$ cat config.mk
export PLATFORM = sky130hd
export DESIGN_NAME = iapt_queue
export DESIGN_NICKNAME = d
export VERILOG_FILES = /design/src/hw/rtl/assert_macros.svh /design/src/hw/rtl/iapt_pkg.sv /design/src/hw/rtl/iapt_queue.sv
export SDC_FILE = /design/constraint.sdc
export NUM_CORES = 1
export LEC_CHECK = 0
export ABC_AREA = 1
export BUFFER_PORTS_ARGS = -buffer_cell sky130_fd_sc_hd__clkbuf_2
export CAP_MARGIN = 30
export CORE_MARGIN = 10
export CORE_UTILIZATION = 59
export CTS_BUF_LIST = sky130_fd_sc_hd__clkbuf_4 sky130_fd_sc_hd__clkbuf_8
export CTS_CLUSTER_DIAMETER = 200
export DETAILED_ROUTE_END_ITERATION = 10
export GPL_ROUTABILITY_DRIVEN = 0
export MAX_ROUTING_LAYER = met4
export PLACE_DENSITY = 0.81
export SLEW_MARGIN = 10
export SYNTH_ARGS = -nofsm -noshare
export SYNTH_HDL_FRONTEND = slang
export SYNTH_SLANG_ARGS = --single-unit
$ cat constraint.sdc
create_clock -name clk -period 5 [get_ports clk]
set_input_delay 1 -clock clk [delete_from_list [all_inputs] [get_ports clk]]
set_output_delay 1 -clock clk [all_outputs]
set_load 0.02 [all_outputs]
$ cat src/hw/rtl/assert_macros.svh
// Assertion macros used by the top-level core.
`ifndef ASSERT_MACROS_SVH
`define ASSERT_MACROS_SVH
`ifndef SYNTHESIS
// Same-cycle implication.
`define ASSERT_IMP(lbl, clk, rst_n, ante, cons, msg) \
  lbl: assert property (@(posedge clk) disable iff (!rst_n) (ante) |-> (cons)) \
    else $error(msg);
// Next-cycle implication.
`define ASSERT_NXT(lbl, clk, rst_n, ante, cons, msg) \
  lbl: assert property (@(posedge clk) disable iff (!rst_n) (ante) |=> (cons)) \
    else $error(msg);
`else
`define ASSERT_IMP(lbl, clk, rst_n, ante, cons, msg)
`define ASSERT_NXT(lbl, clk, rst_n, ante, cons, msg)
`endif
`endif

$ cat src/hw/rtl/iapt_pkg.sv
// Shared widths, register indexes and types of the inverse affine point transform.
package iapt_pkg;

  localparam int CoefW  = 18;            // Q2.16 matrix entry
  localparam int AdjW   = 38;            // adjugate entry
  localparam int DetW   = 56;            // determinant
  localparam int SoW    = 48;            // scaled offset
  localparam int DiffW  = 49;            // point minus scaled offset
  localparam int LoW    = 25;            // unsigned low slice of the difference
  localparam int HiW    = DiffW - LoW;   // signed high slice
  localparam int PlW    = AdjW + LoW + 1;
  localparam int PhW    = AdjW + HiW;
  localparam int SumLW  = PlW + 2;
  localparam int SumHW  = PhW + 2;
  localparam int AccW   = 89;
  localparam int QW     = 32;
  localparam int CfgW   = 54;
  localparam int CfgIdxW = 3;
  localparam int QDepth = 4;
  localparam int QPtrW  = $clog2(QDepth);

  localparam logic [CfgIdxW-1:0] REG_ROW0   = 3'd0;
  localparam logic [CfgIdxW-1:0] REG_ROW1   = 3'd1;
  localparam logic [CfgIdxW-1:0] REG_ROW2   = 3'd2;
  localparam logic [CfgIdxW-1:0] REG_OFF_X  = 3'd3;
  localparam logic [CfgIdxW-1:0] REG_OFF_Y  = 3'd4;
  localparam logic [CfgIdxW-1:0] REG_OFF_Z  = 3'd5;
  localparam logic [CfgIdxW-1:0] REG_SCALE  = 3'd6;

  localparam logic [15:0] ScaleReset = 16'd1000;

  typedef struct packed {
    logic [8:0][AdjW-1:0] adj;
    logic [DetW-1:0]      det_mag;
    logic                 det_neg;
    logic                 singular;
  } coef_t;

  typedef struct packed {
    logic [2:0][DiffW-1:0] diff;
    logic                  last;
  } item_t;

endpackage

$ cat src/hw/rtl/iapt_queue.sv
// Short queue between front end and arithmetic back end.
module iapt_queue (
  input  logic            clk,
  input  logic            rst_n,
  input  logic            push,
  input  iapt_pkg::item_t item_in,
  output logic            full,
  input  logic            pop,
  output iapt_pkg::item_t item_out,
  output logic            empty
);
  import iapt_pkg::*;

  item_t            mem_r [QDepth];
  logic [QPtrW-1:0] wr_r, rd_r;
  logic [QPtrW:0]   cnt_r;

  assign full     = (cnt_r == (QPtrW+1)'(QDepth));
  assign empty    = (cnt_r == '0);
  assign item_out = mem_r[rd_r];

  always_ff @(posedge clk) begin
    if (push) mem_r[wr_r] <= item_in;
  end

  always_ff @(posedge clk) begin
    if (!rst_n) begin
      wr_r  <= '0;
      rd_r  <= '0;
      cnt_r <= '0;
    end else begin
      if (push) wr_r <= wr_r + 1'b1;
      if (pop)  rd_r <= rd_r + 1'b1;
      if (push && !pop)      cnt_r <= cnt_r + 1'b1;
      else if (pop && !push) cnt_r <= cnt_r - 1'b1;
    end
  end

endmodule

==> reports/metrics.csv, run 1 <==
metric;value;unit
status;completed;
sequential-to-total area share from yosys stat;0.802;
DR iter-0 viols;1365;
max-cap violation count;0;
required time of the critical path;4.00;ns
Crit Path Class;flip-flop to output pin;
number of remaining DRC errors;0;
Peak Freq;0.244;GHz
hold_ws;0.442;ns
reg2reg end;mem_r[2][98];
Power Density;418;nW/µm²
Final #Nets;1964;
TritonCTS buffer count;92;
initial antenna violation count;6;
Slew Viols, Final;0;
cell taking the most area after synthesis;edfxtp_1;
Antenna Nets Post-Route;0;
share of cells above drive strength 1;0.250;
DRT Pass-1 Iters;5;
first-pass GRT wire length;77500;µm
port buffer count;301;
H-tree depth;3;
CTS Buffer Depth;3;
Core Footprint;37600;µm²
worst setup margin;0.894;ns
P&R area growth vs syn;15.9;%
Final Cycle Share;0.821;
detailed-placement wirelength estimate;29400;µm
Area contributors post-synth;edfxtp_1, o21ai_0, nor2_1, o22ai_1, buf_6;
Die H;215;µm
Max VDD drop;0.000412;V
Placement Setup Slack;1.61;ns
initial core utilization;0.596;
r2r setup slk;2.75;ns
Tot Pwr;0.0108;W
crit path DAT;3.11;ns
synthesized instance count;1489;
CTS tree;yes;
post-layout minimum cycle time;4.11;ns
post-synthesis register bit count;601;
largest net degree at the start of global routing;177;
vias per std cell;5.76;
post-cts resize count;0;
Yosys cell types;23;
Critical R2R Launch;wr_r[0];
max_slew headroom;0.364;
clock root buffer;clkbuf_8;
All-Layer GR Usage;0.219;
Hold Startpoint;rd_r[1];
Die Wd;215;µm
Die Footprint;46100;µm²
postcts setup bufs;0;
CTS Sinks;601;
yosys warns;0;
number of setup violations in the final report;0;
Worst-Skew Late Latency;0.66;ns
reg2reg path depth;5;
syn nets;1647;
# hold bufs at CTS;0;
WL final;50500;µm
synthesized area per cell;15.0;µm²
unrepaired setup endpoints after global routing;false;
WL per Instance;21.1;µm
Hold Path Class;flip-flop to flip-flop;
Worst-Margin Slew;0.953;ns
Cell Rows;71;
Crit Path Max Fanout;176;
Worst Hold Depth;1;
Worst Clk Skew;0.0202;ns
vias;13800;
I/O pin cnt;302;
critical path launch point type;flip-flop;
Setup TNS;0;ns
Clk pin slew, worst setup/hold paths;0.06;ns
GRT Residual Overflow;0;
Fin. Hold Viols;0;
CP Capture Type;output pin;
Pleak;9.15;nW
Synth top area share;0.794;
vias in the first global route;14000;
Layout Utilization;0.690;
Post-Syn Area;22400;µm²
## cells in the final DEF, fill, tap and decap left out, drive strengths merged, types with 6 or more instances in the layout
| cell type | instances |
|---|---|
| buf | 19 |
| inv | 22 |
| o22ai | 148 |
| clkbuf | 423 |
| clkinv | 40 |
| diode | 6 |
| nand2 | 9 |
| edfxtp | 592 |
| o21ai | 302 |
| nor2 | 301 |
| dfxtp | 9 |
## cells by family (layout without fill, tap and decap cells)
| logic type | after synthesis | after routing | synth area share |
|---|---|---|---|
| buffers and inverters | 114 | 506 | 0.0316 |
| adders and majority gates | 6 | 6 | 0.00369 |
| other | 0 | 6 | 0 |
| DFF | 601 | 601 | 0.802 |
| and+or+nand+nor | 314 | 314 | 0.0529 |
| AOI/OAI and AO/OA | 454 | 454 | 0.110 |
## stage by stage
step                      cells  instance area (µm²)
after floorplan            1489                22400
after global placement     2223                24100
after detailed placement   2223                24100
after CTS                  2392                25900
after global routing       2398                25900
final                      2398                25900
## worst max path at each step
stage | start | end | slack [ns]
floorplan | push | mem_r[2][0] | 0.62
global placement | flip-flop | item_out[62] | 1.67
detailed placement | flip-flop | item_out[69] | 1.61
CTS | flip-flop | item_out[69] | 0.91
global route | flip-flop | item_out[54] | 0.70
finish | flip-flop | item_out[54] | 0.89
## critical path, cell delays in order (launching register included)
cell	delay [ns]
dfxtp_4	0.52
inv_8	0.72
buf_4	0.45
o21ai_0	0.13
o22ai_1	0.25
clkbuf_2	0.24
## cell usage after synthesis (all sizes together)
| cell | count |
|---|---|
| buf | 52 |
| nand3 | 1 |
| nor3 | 2 |
| inv | 17 |
| dfxtp | 9 |
| o22ai | 148 |
| ha | 5 |
| clkbuf | 45 |
| fa | 1 |
| edfxtp | 592 |
| a21oi | 4 |
| o21ai | 302 |
| nor2 | 301 |
| nand2 | 9 |
| nand4 | 1 |
## power by group
group          switching, W  internal (W)  leakage, nW
registers         0.0000631       0.00576         5.51
clock network       0.00184       0.00207        0.956
logic              0.000804      0.000303         2.68
total               0.00271       0.00814         9.15
## registers in the layout, indices dropped and copies added (netlist names), named ones only
name,count
cnt_r,3
wr_r,2
rd_r,2
mem_r,592
## final cells by class
class                      count  area (µm²)
timing repair buffer         320        1700
sequential                   601       18000
inverter                      17        96.3
antenna                        6        15.0
multi-input combinational    774        3720
fill                        2446       11600
clock inverter                47         309
clock buffer                 122        1490
tap                          511         639
## per-layer routing
layer / part of all wire / global-route usage / vias up / wire (µm)
li1: - / - / 6308 / -
met3: 0.088 / 0.0615 / 87 / 4440
met4: 0.021 / 0.0754 / 0 / 1080
met1: 0.39 / 0.263 / 6847 / 19800
met5: 0 / - / - / 0
met2: 0.50 / 0.352 / 582 / 25300
(Power assumes the default switching activity.)
==> run 2, diff against run 1 <==
Clock period 5 ns to 3.95 ns, I/O delays scaled along.
==> run 2 against run 1 <==
  * Sequential share of layout area fell by 0.40 points
  * Clock skew down 0.0052 ns
  * Critical path type unchanged
  * Routed wire length decreased by 0.19%
  * Via count down 0.25%
  * Critical endpoint is now item_out[96]
  * Core utilization is 0.40 points higher
  * Global-route usage is essentially flat
==> reports/metrics.csv, run 2 (synthesized netlist as in run 1, its figures left out) <==
metric;value;unit;change
Fin. Hold Viols;0;;unchanged
required time of the critical path;3.16;ns;-0.84 ns
Worst path max stage delay;0.50;ns;-0.22 ns
first-pass GRT wire length;76800;µm;-0.87%
Core Footprint;37600;µm²;unchanged
DRT Pass-1 Iters;6;;+1
Die Wd;215;µm;unchanged
Die H;215;µm;unchanged
Crit path max-delay family;buffers and inverters;;
Peak Freq;0.287;GHz;
M2 GR Usage;0.351;;-0.00179
vias per std cell;5.74;;-0.41%
Power Density;522;nW/µm²;+25%
most common cell after layout, fill and taps aside;edfxtp_1;;
status;completed;;
number of remaining DRC errors;0;;unchanged
Final Cycle Share;0.882;;
initial antenna violation count;3;;-3
Hold Path Class;input port to flip-flop;;
Clk pin slew, worst setup/hold paths;0.06;ns;about the same
All-Layer GR Usage;0.219;;about the same
Crit-path slowest cell;buf_4;;
vias;13800;;-0.25%
GR Util met1;0.261;;-0.00203
I/O pin cnt;302;;unchanged
clock root buffer;clkbuf_8;;
Die Footprint;46100;µm²;unchanged
Pleak;9.19;nW;+0.46%
Slew Viols, Final;0;;unchanged
Max VDD drop;0.000409;V;-0.52%
Crit Path Class;flip-flop to output pin;;
max_slew headroom;0.346;;-0.0186
GRT Residual Overflow;0;;unchanged
port buffer count;301;;unchanged
# hold bufs at CTS;0;;unchanged
Worst Clk Skew;0.0150;ns;-0.00516 ns
Crit Path Max Fanout;110;;-38%
H-tree depth;3;;unchanged
gr busiest metal;met2;;
Setup TNS;0;ns;unchanged
r2r setup slk;1.83;ns;-0.92 ns
Top Registers;mem_r: 592 flops, cnt_r: 3 flops;;
Final Instance Area;26100;µm²;+0.58%
TritonCTS buffer count;90;;-2.2%
WL final;50500;µm;-0.19%
share of cells above drive strength 1;0.256;;+0.00662
Final #Nets;1975;;+0.56%
Tot Pwr;0.0136;W;+25%
Worst Path Buf+Inv;3;;unchanged
detailed-placement wirelength estimate;30000;µm;+1.9%
grt met3 use;0.0625;;+0.000983
number of setup violations in the final report;0;;unchanged
WL per Instance;21.0;µm;-0.35%
largest net degree at the start of global routing;219;;+24%
most flop-heavy register;mem_r;;
max-cap violation count;0;;unchanged
DR iter-0 viols;1521;;+11%
crit path DAT;2.70;ns;-0.41 ns
post-layout minimum cycle time;3.49;ns;
Antenna Nets Post-Route;0;;unchanged
CP Capture Type;output pin;;
Cell Rows;71;;unchanged
postcts setup bufs;0;;unchanged
worst-path cell chain;inv_8 > buf_4 > o21ai_0 > o22ai_1 > clkbuf_2;;
P&R area growth vs syn;16.5;%;
critical path launch point type;flip-flop;;
Post-DP Area;24400;µm²;+0.94%
post-cts resize count;0;;unchanged
vias in the first global route;13800;;-2.0%
commonest cells after routing, fill and taps aside;edfxtp_1, nor2_1, clkbuf_2;;
CTS Sinks;601;;unchanged
initial core utilization;0.596;;unchanged
unrepaired setup endpoints after global routing;false;;
max reg flops;592;;unchanged
CTS Buffer Depth;3;;unchanged
Worst-Skew Late Latency;0.65;ns;about the same
Worst-Margin Slew;0.981;ns;+0.0280 ns
CTS tree;yes;;
-- run 2: layout make-up --
class                      instances  area, µm²
sequential                       601      18000
fill                            2419      11500
multi-input combinational        774       3720
timing repair buffer             333       1930
clock buffer                     128       1540
tap                              511        639
clock inverter                    34        191
inverter                          17       88.8
antenna                            4       10.0
-- run 2: where the power goes --
part,leakage [nW],switching [W],internal [W]
clock network,0.913,0.00224,0.00257
logic,2.77,0.00103,0.000408
registers,5.51,0.0000679,0.00729
total,9.19,0.00334,0.0103
-- run 2: metal layers --
metal	vias to the layer above	part of all wire	wire length, µm
met5	-	0	0
met4	0	0.024	1230
met3	91	0.093	4690
met2	594	0.51	25500
met1	6786	0.38	19000
li1	6319	-	-
-- run 2: worst paths after layout --
kind	startpoint	endpoint	depth (start not counted)
hold reg to reg	rd_r[1]	flip-flop	1
setup reg to reg	wr_r[0]	mem_r[2][89]	5
setup / recovery	flip-flop	item_out[96]	5
hold / removal	item_in[38]	mem_r[0][38]	1
-- run 2: metrics by stage --
stage          setup slack (ns)  hold WS, ns   util  instances
6_report                  0.465        0.354  0.694       2402
5_1_grt                   0.321        0.328  0.694       2401
4_1_cts                   0.490        0.307  0.694       2398
3_5_place_dp               1.19        0.437  0.648       2236
3_3_place_gp               1.21        0.410  0.647       2234
2_1_floorplan             0.496        0.412      -       1489
==> run 3, diff against run 2 <==
Settings changed: BUFFER_PORTS_ARGS -buffer_cell sky130_fd_sc_hd__clkbuf_2 to -buffer_cell sky130_fd_sc_hd__buf_2.
==> run 3 against run 2 <==
  * Global-route usage is 0.12 points higher
  * Register-to-register slack worse by 0.21 ns
  * Core utilization rose by 0.16 points
  * Total power up 1.7%
  * Clock skew up 0.0080 ns
  * Final cell count increased by 0.37%
  * Worst hold slack lost 0.0055 ns
  * Largest power group unchanged
==> reports/metrics.csv, run 3 (synthesized netlist as in run 1, its figures left out) <==
metric;value;unit;change
Clk pin slew, worst setup/hold paths;0.06;ns;about the same
vias in the first global route;14100;;+2.3%
first-pass GRT wire length;77600;µm;+1.0%
Worst Clk Skew;0.0230;ns;+0.00797 ns
All-Layer GR Usage;0.220;;+0.00123
Slew Viols, Final;0;;unchanged
sequential share of power;0.532;;-0.009
Antenna Nets Post-Route;0;;unchanged
Hold Path Class;input port to flip-flop;;
Setup TNS;0;ns;unchanged
commonest cells after routing, fill and taps aside;edfxtp_1, nor2_1, buf_2;;
Die Wd;215;µm;unchanged
TritonCTS buffer count;91;;+1.1%
Worst-Margin Slew;0.926;ns;-0.0558 ns
H-tree depth;3;;unchanged
most flop-heavy register;mem_r;;
P_sw;0.00339;W;+1.6%
Clk network pwr share;0.365;;+0.012
max reg flops;592;;unchanged
CTS tree;yes;;
DRT Pass-1 Iters;5;;-1
WL final;50700;µm;+0.45%
vias per std cell;5.75;;+0.10%
postcts setup bufs;0;;unchanged
Top Registers;mem_r: 592 flops, cnt_r: 3 flops;;
CTS Buffer Depth;3;;unchanged
P_int;0.0105;W;+1.8%
Die Footprint;46100;µm²;unchanged
CP Capture Type;output pin;;
number of setup violations in the final report;0;;unchanged
worst-path cell chain;inv_8 > buf_4 > o21ai_0 > o22ai_1 > buf_2;;
Final Cycle Share;0.876;;-0.00664
Peak Freq;0.289;GHz;+0.76%
detailed-placement wirelength estimate;29100;µm;-2.9%
Power Density;530;nW/µm²;+1.5%
Max VDD drop;0.000495;V;+21%
Worst-Skew Late Latency;0.66;ns;about the same
Crit Path Class;flip-flop to output pin;;
unrepaired setup endpoints after global routing;false;;
Crit Path Max Fanout;130;;+18%
Logic pwr share;0.103;;-0.003
status;completed;;
I/O pin cnt;302;;unchanged
critical path launch point type;flip-flop;;
Tot Pwr;0.0138;W;+1.7%
number of remaining DRC errors;0;;unchanged
post-layout minimum cycle time;3.46;ns;-0.0262 ns
# hold bufs at CTS;0;;unchanged
GRT Residual Overflow;0;;unchanged
Core Footprint;37600;µm²;unchanged
WL per Instance;21.0;µm;about the same
required time of the critical path;3.16;ns;about the same
Final #Nets;1968;;-0.35%
Die H;215;µm;unchanged
CTS Sinks;601;;unchanged
port buffer count;301;;unchanged
Fin. Hold Viols;0;;unchanged
largest net degree at the start of global routing;149;;-32%
Placement Setup Slack;1.19;ns;-0.00199 ns
most common cell after layout, fill and taps aside;edfxtp_1;;
Fillers;2424;;+0.21%
post-cts resize count;0;;unchanged
share of cells above drive strength 1;0.254;;-0.00225
P&R area growth vs syn;16.8;%;
crit path DAT;2.67;ns;-0.03 ns
initial antenna violation count;15;;+12
Worst path max stage delay;0.54;ns;+0.04 ns
clock root buffer;clkbuf_8;;
max_slew headroom;0.382;;+0.0359
Cell Rows;71;;unchanged
Pleak;9.13;nW;-0.76%
Crit-path slowest cell;inv_8;;
vias;13900;;+0.48%
initial core utilization;0.596;;unchanged
Sw Ratio;0.245;;-0.000404
worst setup margin;0.491;ns;+0.0262 ns
DR iter-0 viols;1267;;-17%
max-cap violation count;0;;unchanged
run 3: metrics by stage:
step / std cells / hold WS [ns] / area, µm² / util
final: 2411 / 0.349 / 26200 / 0.696
after detailed placement: 2227 / 0.448 / 24200 / 0.645
after CTS: 2394 / 0.288 / 26100 / 0.694
after global routing: 2410 / 0.308 / 26100 / 0.696
after floorplan: 1489 / 0.412 / 22400 / -
after global placement: 2227 / 0.417 / 24200 / 0.645
run 3: path summary, 6_finish.rpt:
check                                  from            to  slack (ns)  cells after the start
worst max register to register      wr_r[0]  mem_r[0][23]        1.62                      5
worst max-delay path              flip-flop  item_out[29]        0.49                      5
worst min-delay path            item_in[36]  mem_r[2][36]        0.35                      1
worst min register to register      rd_r[1]       rd_r[1]        0.46                      1
run 3: final cells by class:
class / count / area [µm²] / share of cell area
multi-input cells: 774 / 3720 / 0.142
clock inverters: 39 / 282 / 0.0108
clock buffers: 128 / 1560 / 0.0595
inverters: 17 / 88.8 / 0.00340
flip-flops and latches: 601 / 18000 / 0.687
well taps: 511 / 639 / 0.0244
repair buffers: 325 / 1860 / 0.0710
diodes: 16 / 40.0 / 0.00153
run 3: per-layer routing:
metal / global-route usage / wire, µm / part of all wire / up-vias
met5: - / 0 / 0 / -
met4: 0.0844 / 1030 / 0.020 / 0
met3: 0.0645 / 4990 / 0.099 / 84
met2: 0.347 / 25300 / 0.50 / 644
met1: 0.266 / 19300 / 0.38 / 6807
li1: - / - / - / 6321
run 3: worst max-delay path, delay by kind of cell, from the launching register on:
family	cells	cell delay [ns]
compound gates	2	0.39
flops	1	0.48
buf+inv	3	1.08
run 3: power groups by stage:
stage | Sequential (W) | Combinational (W) | Clock, W
final | 0.00736 | 0.00143 | 0.00505
after global routing | 0.00738 | 0.00155 | 0.00545
after CTS | 0.00737 | 0.00144 | 0.00515
after detailed placement | 0.00750 | 0.00143 | 0
after global placement | 0.00748 | 0.00139 | 0
after floorplan | 0.00749 | 0.000873 | 0
